<file path="config.mk">
export PLATFORM = sky130hd
export DESIGN_NAME = stepper_limit_controller
export DESIGN_NICKNAME = d
export VERILOG_FILES = /design/src/hw/rtl/stlc_pkg.sv /design/src/hw/rtl/stepper_limit_controller.sv
export SDC_FILE = /design/constraint.sdc
export NUM_CORES = 1
export LEC_CHECK = 0
export BUFFER_PORTS_ARGS = -buffer_cell sky130_fd_sc_hd__clkbuf_2
export CAP_MARGIN = 20
export CORE_ASPECT_RATIO = 0.7
export CORE_UTILIZATION = 40
export DETAILED_ROUTE_END_ITERATION = 12
export PLACE_DENSITY = 0.62
export SLEW_MARGIN = 20
export SYNTH_ARGS = -nofsm -noshare
export SYNTH_HDL_FRONTEND = slang
export SYNTH_SLANG_ARGS = --single-unit
export TNS_END_PERCENT = 10
</file>
<file path="constraint.sdc">
create_clock -name clock -period 9.77 [get_ports clock]
set_clock_uncertainty 0.2 [all_clocks]
set_input_delay 1.954 -clock clock [delete_from_list [all_inputs] [get_ports clock]]
set_output_delay 1.954 -clock clock [all_outputs]
set_load 0.01 [all_outputs]
</file>
<file path="src/hw/rtl/stlc_pkg.sv">
package stlc_pkg;

   // operation codes carried in req_tuser
   typedef enum logic [1:0] {
      OP_TICK    = 2'd0,
      OP_MOVE    = 2'd1,
      OP_STOP    = 2'd2,
      OP_SET_POS = 2'd3
   } op_type;

   // switch event codes
   localparam logic [2:0] SW_EV_NONE      = 3'd0;
   localparam logic [2:0] SW_EV_BOTH      = 3'd1;
   localparam logic [2:0] SW_EV_LIMIT_ONE = 3'd2;
   localparam logic [2:0] SW_EV_LIMIT_TWO = 3'd3;
   localparam logic [2:0] SW_EV_NORMAL    = 3'd4;

   // motion event codes
   localparam logic [1:0] MO_EV_NONE     = 2'd0;
   localparam logic [1:0] MO_EV_DONE     = 2'd1;
   localparam logic [1:0] MO_EV_LIMIT    = 2'd2;
   localparam logic [1:0] MO_EV_SPURIOUS = 2'd3;

   // switch sample patterns
   localparam logic [1:0] SAMPLE_NONE = 2'b00;
   localparam logic [1:0] SAMPLE_ONE  = 2'b01;
   localparam logic [1:0] SAMPLE_TWO  = 2'b10;

   // register indexes (word address)
   localparam logic [1:0] REG_DEFAULT_STEPS   = 2'd0;
   localparam logic [1:0] REG_BACKOFF_STEPS   = 2'd1;
   localparam logic [1:0] REG_PULSES_PER_STEP = 2'd2;

   // register reset values
   localparam logic [15:0] DEFAULT_STEPS_RESET   = 16'd200;
   localparam logic [15:0] BACKOFF_STEPS_RESET   = 16'd200;
   localparam logic [3:0]  PULSES_PER_STEP_RESET = 4'd8;

   localparam int REQ_DATA_W = 72;
   localparam int RSP_DATA_W = 112;

endpackage

</file>
<file path="src/hw/rtl/stepper_limit_controller.sv">
// stepper_limit_controller: focuser stepper control with debounced limit switches
// a result is registered and appears on rsp in the cycle after its request transaction
// throughput: one transaction per cycle; the single result register and the state
//    update in the same cycle set that figure, req_tready follows rsp space
// reset: synchronous, active high; position, limits and steps clear, direction
//    goes outward, registers return to 200 / 200 / 8 and the result register empties
module stepper_limit_controller
   import stlc_pkg::*;
(
   input  logic                  clock,
   input  logic                  reset,
   // request stream
   input  logic                  req_tvalid,
   output logic                  req_tready,
   // tdata from bit 0: switches[1:0], move_outward, use_default, step_count[30:0],
   // new_position[31:0], zero fill
   input  logic [REQ_DATA_W-1:0] req_tdata,
   // tuser: operation[1:0]
   input  logic [1:0]            req_tuser,
   // result stream
   output logic                  rsp_tvalid,
   input  logic                  rsp_tready,
   // tdata from bit 0: step_pulses[3:0], dir_level, position[31:0], switch_event[2:0],
   // motion_event[1:0], limit_one_pos[31:0], limit_two_pos[31:0], is_moving, zero fill
   output logic [RSP_DATA_W-1:0] rsp_tdata,
   // register port
   input  logic                  csr_psel,
   input  logic                  csr_penable,
   input  logic                  csr_pwrite,
   input  logic [3:0]            csr_paddr,
   input  logic [31:0]           csr_pwdata,
   output logic [31:0]           csr_prdata,
   output logic                  csr_pready
);

   // ---------------------------------------------------------------- registers
   logic [15:0] default_steps_ff;
   logic [15:0] backoff_steps_ff;
   logic [3:0]  pulses_per_step_ff;

   logic        csr_write;
   logic [1:0]  csr_index;

   assign csr_pready = 1'b1;
   assign csr_index  = csr_paddr[3:2];
   assign csr_write  = csr_psel & csr_penable & csr_pwrite;

   always_ff @(posedge clock) begin
      if (reset) begin
         default_steps_ff   <= DEFAULT_STEPS_RESET;
         backoff_steps_ff   <= BACKOFF_STEPS_RESET;
         pulses_per_step_ff <= PULSES_PER_STEP_RESET;
      end else if (csr_write) begin
         unique case (csr_index)
            REG_DEFAULT_STEPS:   default_steps_ff   <= csr_pwdata[15:0];
            REG_BACKOFF_STEPS:   backoff_steps_ff   <= csr_pwdata[15:0];
            REG_PULSES_PER_STEP: pulses_per_step_ff <= csr_pwdata[3:0];
            default: ;  // writes beyond the map are dropped
         endcase
      end
   end

   always_comb begin
      unique case (csr_index)
         REG_DEFAULT_STEPS:   csr_prdata = {16'd0, default_steps_ff};
         REG_BACKOFF_STEPS:   csr_prdata = {16'd0, backoff_steps_ff};
         REG_PULSES_PER_STEP: csr_prdata = {28'd0, pulses_per_step_ff};
         default:             csr_prdata = 32'd0;
      endcase
   end

   // ---------------------------------------------------------------- request fields
   op_type             req_op;
   logic [1:0]         req_switches;
   logic               req_move_outward;
   logic               req_use_default;
   logic [30:0]        req_step_count;
   logic signed [31:0] req_new_position;

   assign req_op           = op_type'(req_tuser);
   assign req_switches     = req_tdata[1:0];
   assign req_move_outward = req_tdata[2];
   assign req_use_default  = req_tdata[3];
   assign req_step_count   = req_tdata[34:4];
   assign req_new_position = req_tdata[66:35];

   // ---------------------------------------------------------------- controller state
   logic signed [31:0] position_ff,  position_in;
   logic [30:0]        steps_left_ff, steps_left_in;
   logic               direction_ff, direction_in;
   logic               moving_ff,    moving_in;
   logic               armed_ff,     armed_in;
   logic [1:0]         prev_ff,      prev_in;
   logic [1:0]         stable_ff,    stable_in;
   logic signed [31:0] limit_one_ff, limit_one_in;
   logic signed [31:0] limit_two_ff, limit_two_in;
   logic [3:0]         pulses;
   logic [2:0]         sw_event;
   logic [1:0]         mo_event;

   logic rsp_tvalid_ff;
   logic [RSP_DATA_W-1:0] rsp_tdata_ff;
   logic req_accept;

   // the result register frees up in the same cycle it is drained
   assign req_tready = ~rsp_tvalid_ff | rsp_tready;
   assign req_accept = req_tvalid & req_tready;

   always_comb begin
      position_in   = position_ff;
      steps_left_in = steps_left_ff;
      direction_in  = direction_ff;
      moving_in     = moving_ff;
      armed_in      = armed_ff;
      prev_in       = prev_ff;
      stable_in     = stable_ff;
      limit_one_in  = limit_one_ff;
      limit_two_in  = limit_two_ff;
      pulses        = 4'd0;
      sw_event      = SW_EV_NONE;
      mo_event      = MO_EV_NONE;

      unique case (req_op)
         OP_TICK: begin
            // debounce: two equal samples that differ from the stable value,
            // ignored while a limit back-off is armed
            if (!armed_ff && req_switches == prev_ff && req_switches != stable_ff) begin
               case (req_switches)
                  SAMPLE_NONE: sw_event = SW_EV_BOTH;
                  SAMPLE_ONE: begin
                     limit_one_in  = position_ff;
                     direction_in  = ~direction_ff;
                     steps_left_in = 31'(backoff_steps_ff);
                     armed_in      = 1'b1;
                     sw_event      = SW_EV_LIMIT_ONE;
                  end
                  SAMPLE_TWO: begin
                     limit_two_in  = position_ff;
                     direction_in  = ~direction_ff;
                     steps_left_in = 31'(backoff_steps_ff);
                     armed_in      = 1'b1;
                     sw_event      = SW_EV_LIMIT_TWO;
                  end
                  default: sw_event = SW_EV_NORMAL;
               endcase
               stable_in = req_switches;
            end
            prev_in = req_switches;

            // motion uses direction and steps as left by the switch logic
            if (moving_ff) begin
               if (steps_left_in != 31'd0) begin
                  steps_left_in = steps_left_in - 31'd1;
                  position_in   = direction_in ? position_ff + 32'sd1
                                               : position_ff - 32'sd1;
                  pulses        = pulses_per_step_ff;
               end else begin
                  moving_in = 1'b0;
                  mo_event  = armed_in ? MO_EV_LIMIT : MO_EV_DONE;
                  armed_in  = 1'b0;
               end
            end else if (armed_in) begin
               // limit armed after a stop: report it once
               armed_in = 1'b0;
               mo_event = MO_EV_SPURIOUS;
            end
         end
         OP_MOVE: begin
            moving_in     = 1'b1;
            direction_in  = req_move_outward;
            steps_left_in = req_use_default ? 31'(default_steps_ff) : req_step_count;
         end
         OP_STOP: begin
            moving_in = 1'b0;
         end
         OP_SET_POS: begin
            position_in = req_new_position;
         end
      endcase
   end

   always_ff @(posedge clock) begin
      if (reset) begin
         position_ff   <= '0;
         steps_left_ff <= '0;
         direction_ff  <= 1'b1;
         moving_ff     <= 1'b0;
         armed_ff      <= 1'b0;
         prev_ff       <= '0;
         stable_ff     <= '0;
         limit_one_ff  <= '0;
         limit_two_ff  <= '0;
      end else if (req_accept) begin
         position_ff   <= position_in;
         steps_left_ff <= steps_left_in;
         direction_ff  <= direction_in;
         moving_ff     <= moving_in;
         armed_ff      <= armed_in;
         prev_ff       <= prev_in;
         stable_ff     <= stable_in;
         limit_one_ff  <= limit_one_in;
         limit_two_ff  <= limit_two_in;
      end
   end

   // ---------------------------------------------------------------- result register
   always_ff @(posedge clock) begin
      if (reset) begin
         rsp_tvalid_ff <= 1'b0;
      end else if (req_accept) begin
         rsp_tvalid_ff <= 1'b1;
      end else if (rsp_tready) begin
         rsp_tvalid_ff <= 1'b0;
      end
   end

   // payload needs no reset
   always_ff @(posedge clock) begin
      if (req_accept) begin
         rsp_tdata_ff <= {5'd0, moving_in, limit_two_in, limit_one_in, mo_event,
                          sw_event, position_in, direction_in, pulses};
      end
   end

   assign rsp_tvalid = rsp_tvalid_ff;
   assign rsp_tdata  = rsp_tdata_ff;

   // ---------------------------------------------------------------- checks
   // a motion event always leaves the motor stopped
   a_event_stops: assert property (@(posedge clock) disable iff (reset)
      rsp_tvalid_ff && rsp_tdata_ff[41:40] != MO_EV_NONE |-> !rsp_tdata_ff[106])
      else $error("motion event reported while still moving");

   // pulses only come out of a step, and a step keeps the motor moving
   a_pulses_moving: assert property (@(posedge clock) disable iff (reset)
      rsp_tvalid_ff && rsp_tdata_ff[3:0] != 4'd0 |-> rsp_tdata_ff[106])
      else $error("step pulses without motion");

   // commands other than tick report no events and no pulses
   a_cmd_quiet: assert property (@(posedge clock) disable iff (reset)
      req_accept && req_tuser != OP_TICK |=>
         rsp_tdata_ff[41:37] == 5'd0 && rsp_tdata_ff[3:0] == 4'd0)
      else $error("event or pulses on a non-tick command");

   // an armed back-off only comes from a single-switch stable state
   a_armed_stable: assert property (@(posedge clock) disable iff (reset)
      armed_ff |-> stable_ff == SAMPLE_ONE || stable_ff == SAMPLE_TWO)
      else $error("limit armed without a single switch closed");

endmodule
</file>
# ---- Word level (Yosys, flattened, before mapping)
# Index checks and enable logic that the tools add are counted.
dict set report word_totals {
  ff_bits 278
  inputBits 117
  output_inout_bits 147
}
dict set report op_classes {
  n_eq_ne 9
  n_addsub 3
  reduce_logical 18
  n_mux 37
  bitwise 6
}
# cell count
set ops {}
lappend ops {{$mux 32} 9}
lappend ops {{$mux 31} 6}
lappend ops {{$pmux 32 s2} 1}
lappend ops {{$pmux 31 s2} 1}
lappend ops {{$pmux 16 s3} 1}
lappend ops {{$add 32x2->32 const B} 1}
lappend ops {{$sub 32x2->32 const B} 1}
lappend ops {{$reduce_bool 31->1} 1}
lappend ops {{$sub 31x1->31 const B} 1}
lappend ops {{$mux 1} 12}
lappend ops {{$reduce_and 2->1} 6}
lappend ops {{$pmux 3 s3} 1}
lappend ops {{$eq 2x2->1 const B} 4}
lappend ops {{$mux 2} 4}
lappend ops {{$eq 2x1->1 const B} 3}
lappend ops {{$logic_not 2->1} 3}
lappend ops {{$reduce_and 3->1} 2}
lappend ops {{$reduce_bool 2->1} 2}
lappend ops {{$and 1x1->1} 3}
lappend ops {{$pmux 1 s3} 1}
lappend ops {{$eq 2x2->1} 1}
lappend ops {{$logic_and 1x1->1} 2}
lappend ops {{$ne 2x2->1} 1}
lappend ops {{$not 1->1} 2}
lappend ops {{4 further kinds} 4}

# ---- Longest topological paths before layout
dict set report depth {
  word_depth 9
  mapped_depth 17
  depth_no_buf 15
}

# ---- Worst setup path before layout
# No wires, ideal clock.
dict set report synth_path {
  path_type {input-to-reg}
  startpoint {input port rsp_tready}
  endpoint {register rsp_tdata_ff[0], in the netlist rsp_tdata[0] (enable)}
  stages 5
  n_path_buf 2
  path_slack_ns 3.305
  t_arrival_ns 5.752
  required_ns 9.057
  cell_sequence {nand2b_1 nand2_1 inv_1 clkbuf_1 clkbuf_1}
}
dict set report synth_between {
  elab_chain_cells 2
}
# element line
set synth_lines {}
lappend synth_lines {{start, declared} stepper_limit_controller.sv:22} ;# input logic rsp_tready,
lappend synth_lines {{$or 1x1->1} stepper_limit_controller.sv:106} ;# assign req_tready = ~rsp_tvalid_ff | rsp_tready;
lappend synth_lines {{$and 1x1->1} stepper_limit_controller.sv:107} ;# assign req_accept = req_tvalid & req_tready;
lappend synth_lines {{named net req_accept} stepper_limit_controller.sv:103} ;# logic req_accept;
lappend synth_lines {{end signal, assigned} stepper_limit_controller.sv:220} ;# rsp_tdata_ff <= {5'd0, moving_in, limit_two_in, limit_one_in, mo_event,
lappend synth_lines {{end, declared} stepper_limit_controller.sv:102} ;# logic [RSP_DATA_W-1:0] rsp_tdata_ff;
# The timed path passes the listed nets, and every way through them passes these cells.
# A chain may end at the register's enable or synchronous reset.

# ---- Final worst setup path
dict set report layout_path {
  startpoint {input port req_tdata[0]}
  endpoint {register rsp_tdata_ff[35], in the netlist rsp_tdata[35], data pin}
}
dict set report layout_between {
  elab_chain_cells 9
  elab_cells_between_ends 18
  classes_between {eq/ne: 4; mux: 10; reduce/logical: 4}
}
# element line
set layout_lines {}
lappend layout_lines {{start, declared} stepper_limit_controller.sv:17} ;# input logic [REQ_DATA_W-1:0] req_tdata,
lappend layout_lines {{$eq 2x2->1, or another cell as far along} stepper_limit_controller.sv:128} ;# case (req_switches)
lappend layout_lines {{$reduce_or 2->1 (no line) or $logic_and 1x1->1 (tied branches)} -}
lappend layout_lines {{$mux 31, or another cell as far along} stepper_limit_controller.sv:128}
lappend layout_lines {{$mux 31 or $mux 1 (tied branches)} stepper_limit_controller.sv:127} ;# if (!armed_ff && req_switches == prev_ff && req_switches != stable_ff) begin
lappend layout_lines {{$mux 31 or $mux 1 (tied branches)} stepper_limit_controller.sv:123} ;# unique case (req_op)
lappend layout_lines {{$reduce_bool 31->1 or $mux 32 (tied branches)} {stepper_limit_controller.sv:152, stepper_limit_controller.sv:154}}
lappend layout_lines {{$mux 32 (*)} stepper_limit_controller.sv:152} ;# if (steps_left_in != 31'd0) begin
lappend layout_lines {{$mux 32 (*)} stepper_limit_controller.sv:151} ;# if (moving_ff) begin
lappend layout_lines {{$pmux 32 s2 (*)} stepper_limit_controller.sv:123}
lappend layout_lines {{named net position_in[30]} stepper_limit_controller.sv:88} ;# logic signed [31:0] position_ff, position_in;
# The timed path passes the listed nets; every way through them passes the cells marked *. The select of a mux whose other input is x is not followed.

==> metrics.md <==
| Metric | Value |
|---|---|
| Flip-flop and latch area | 6640 sq um |
| RSZ-0062 raised after global routing | no |
| DRC violations left | 0 |
| Die height | 162 um |
| Layout cell share with drive strength beyond 1 | 18.6% |
| Final Power | 2920 uW |
| Avg Cell Area, Syn | 8.55 sq um |
| Vias in the first global route | 12300 |
| Area occupied by multi-input gates | 7300 sq um |
| Synth Area in Adders | 0.859% |
| Total grt overflow | 0 |
| Worst hold path class | flip-flop to flip-flop |
| Count of flip-flops with a built-in enable after synthesis | 107 |
| # Max-Cap Violations | 0 |
| FFs w/ async S/R, synth | 0% |
| Total number of vias | 13500 |
| DR iter-0 viols | 1306 |
| CTS tree | done |
| # nets final | 1974 |
| Top FF cell, synth | dfxtp_1 |
| Crit end category | flip-flop |
| XOR/XNOR share of the synthesized area | 1.62% |
| NetSw | 813 uW |
| Tcrit/Tclk final | 60.4% |
| Global-route wire length before repair | 71600 um |
| Simple-Gate Fraction of Synth Area | 23.3% |
| CTS Sinks | 278 |
| Root Buffer | clkbuf_16 |
| Switching Share | 27.8% |
| Worst EP required | 9.88 ns |
| Dpl hpwl | 31600 um |
| Clk_lat worst skew | 0.58 ns |
| Port buffer count | 218 |
| Post-synth design cell area | 14600 sq um |
| Synth Area in Compound Gates | 16.3% |
| Area contributors post-synth | dfxtp_1, edfxtp_1, nor2_1, nand2_1, o21ai_0 |
| Sequential-to-total area share from yosys stat | 45.5% |
| Total Neg Setup Slack | 0 ns |
| Main combinational cell family by area after synthesis | simple AND/OR/NAND/NOR gates |
| Element type at the critical path start | input pin |
| Register share of total power | 45.2% |
| Post-CTS Setup Bufs | 0 |
| Post-cts sizing count | 0 |
| Worst-Margin Slew | 1.03 ns |
| Mux contribution to synthesized area | 7.15% |
| Achievable frequency | 169 MHz |
| Die X | 230 um |
| Largest area contributor in the netlist | dfxtp_1 |
| Lkg Pwr | 0.00670 uW |
| CP arrival | 6.01 ns |
| Power density over the cells | 173 nW/um^2 |
| Pin count of the biggest net entering global routing | 94 |
| Final WL | 46400 um |
| Crit Path Class | input pin to flip-flop |
| Comb power frac | 15.5% |
| Synth-to-layout area growth | 15.8% |
| Int Power | 2110 uW |
| GRT Total Usage | 24.3% |
| DR WL/cell | 19.7 um |
| Final setup fails | 0 |
| Antenna Nets Post-Route | 0 |
| Ports | 264 |
| Initial Utilization | 40.6% |
| Drt pass-1 iters | 5 |
| Pins Over Slew Limit | 0 |
| Clk network pwr share | 39.3% |
| Htree depth | 1 |
| Die area | 37200 sq um |
| Std cell rows | 58 |
| Vias per inst | 5.72 |
| Max clock buf depth | 3 |
| Maximum vdd ir drop | 0.116 mV |
| Worst Path Max Fanout | 22 |
| Clock Pin Slew Worst Setup and Hold Paths | 0.06 ns |
| Final hold violation count | 0 |
| Hold_buf cts | 0 |
| Status | completed |
| Post-Synthesis Cells | 1704 |
| FF+latch count, synth | 278 |
| Final GP Congestion | 0.915 |
| Period minus WS final | 5.90 ns |
| Antenna violations before repair | 5 |
| Num CTS Buffers | 29 |
| Synth cell types | 77 |
| Share of the synthesized area in the top cell type | 23.5% |
| Yosys warnings | 0 |
| Max_slew headroom | 31.6% |
| Core area | 35900 sq um |
| Fill count | 3439 |
-- stage by stage --
stage               area (sq um)  hold slack, ns  utilization, %  worst slack [ns]  instances
floorplan                  14600           0.226               -              3.31       1724
global placement           15900           0.241            44.2              3.49       2296
detailed placement         15900           0.248            44.2              3.41       2296
CTS                        16900           0.253            46.9              4.01       2348
global route               16900           0.277            47.0              3.57       2352
finish                     16900           0.254            47.0              3.87       2353
-- power by group through the flow --
stage | logic, uW | registers, uW | clock network [uW]
6_report | 453 | 1320 | 1150
5_1_grt | 499 | 1330 | 1220
4_1_cts | 449 | 1320 | 1170
3_5_place_dp | 447 | 1340 | 0
3_3_place_gp | 440 | 1340 | 0
2_1_floorplan | 296 | 1350 | 0
-- synthesized netlist by cell type, drive strengths merged, types with 9 or more instances --
cell    instances
o31a           11
edfxtp        107
o32ai           9
inv            25
nor2          240
xnor2          18
o211ai         19
nand3          30
a21oi          96
a211oi         13
nor4           30
a31oi          15
or4            15
xor2            9
clkbuf        112
and3           11
mux2i          58
ha             10
and2           10
buf            36
nand2b         12
nor3          120
or3            19
nand2         202
mux2           41
o21ai         125
o21a           10
dfxtp         171
nand4          15
-- cells by family after synthesis --
logic type      count (synthesis)
compound gates                377
buf+inv                       175
xor+xnor                       27
other cells                     2
simple gates                  736
fa+ha+maj                      10
mux                            99
flops                         278
-- per-layer routing --
| layer | global-route usage (%) | vias to the layer above | part of all wire [%] | routed length, um |
|---|---|---|---|---|
| met1 | 36.9 | 6456 | 48 | 22300 |
| met4 | 5.66 | 0 | 2.1 | 957 |
| met3 | 4.65 | 61 | 8.0 | 3690 |
| li1 | - | 6394 | - | - |
| met5 | 0 | - | 0 | 0 |
| met2 | 35.2 | 545 | 42 | 19400 |
-- placed cells by master (no fill, tap or decap), drive strengths merged, types with 5 or more instances in the layout --
| cell type | Yosys | layout |
|---|---|---|
| a32oi | 5 | 5 |
| o211a | 6 | 6 |
| nand2 | 202 | 202 |
| nor2b | 8 | 8 |
| nor3 | 120 | 120 |
| o22ai | 7 | 7 |
| o211ai | 19 | 19 |
| xnor2 | 18 | 18 |
| mux2 | 41 | 41 |
| clkbuf | 112 | 258 |
| o21ai | 125 | 125 |
| xor2 | 9 | 9 |
| or3 | 19 | 19 |
| edfxtp | 107 | 107 |
| diode | 0 | 5 |
| nand2b | 12 | 12 |
| nand3 | 30 | 30 |
| a21oi | 96 | 96 |
| ha | 10 | 10 |
| o32ai | 9 | 9 |
| o21a | 10 | 10 |
| a211oi | 13 | 13 |
| or4 | 15 | 15 |
| inv | 25 | 27 |
| nor4 | 30 | 30 |
| and2 | 10 | 10 |
| o31a | 11 | 11 |
| a31oi | 15 | 15 |
| a221oi | 6 | 6 |
| buf | 36 | 23 |
| clkinv | 2 | 7 |
| nand4 | 15 | 15 |
| conb | 2 | 22 |
| dfxtp | 171 | 171 |
| a21o | 7 | 7 |
| mux2i | 58 | 58 |
| nor2 | 240 | 240 |
| nor3b | 8 | 8 |
| and3 | 11 | 11 |
-- registers in the layout (all words and copies together), names as in the netlist, 2 cells and up --
name / count
steps_left_ff: 31
limit_two_ff: 32
pulses_per_step_ff: 4
position_ff: 32
limit_one_ff: 32
prev_ff: 2
rsp_tdata: 107
default_steps_ff: 16
backoff_steps_ff: 16
stable_ff: 2
-- worst max-delay path, cell delays in order --
cell,delay [ns]
clkbuf_2,0.19
inv_1,0.09
ha_1,0.28
nor2b_1,0.27
o2111a_1,0.26
buf_4,0.34
xnor2_2,0.18
xnor2_1,0.15
ha_1,0.29
nand3_1,0.15
nor2_1,0.23
nand2_1,0.15
nor4_1,0.74
and4b_1,0.29
a31o_2,0.15
xnor2_1,0.16
a31oi_1,0.13
-- area by class of cell --
type                    count  share of cell area (%)
multi-input cells        1271                    43.3
diodes                      5                  0.0742
clock inverters            11                   0.942
well taps                 480                    3.56
flip-flops and latches    278                    39.3
repair buffers            240                    7.46
inverters                  27                   0.630
clock buffers              41                    4.75
-- worst paths after layout --
| path | from | end | slack [ns] | cells past startpoint |
|---|---|---|---|---|
| setup reg to reg | stable_ff[0] | rsp_tdata[35] | 5.35 | 14 |
| hold reg to reg | steps_left_ff[10] | steps_left_ff[10] | 0.25 | 2 |
| setup / recovery | req_tdata[0] | rsp_tdata[35] | 3.87 | 17 |
| hold / removal | steps_left_ff[10] | steps_left_ff[10] | 0.25 | 2 |
Note: power is estimated with default switching activity, not from simulation.
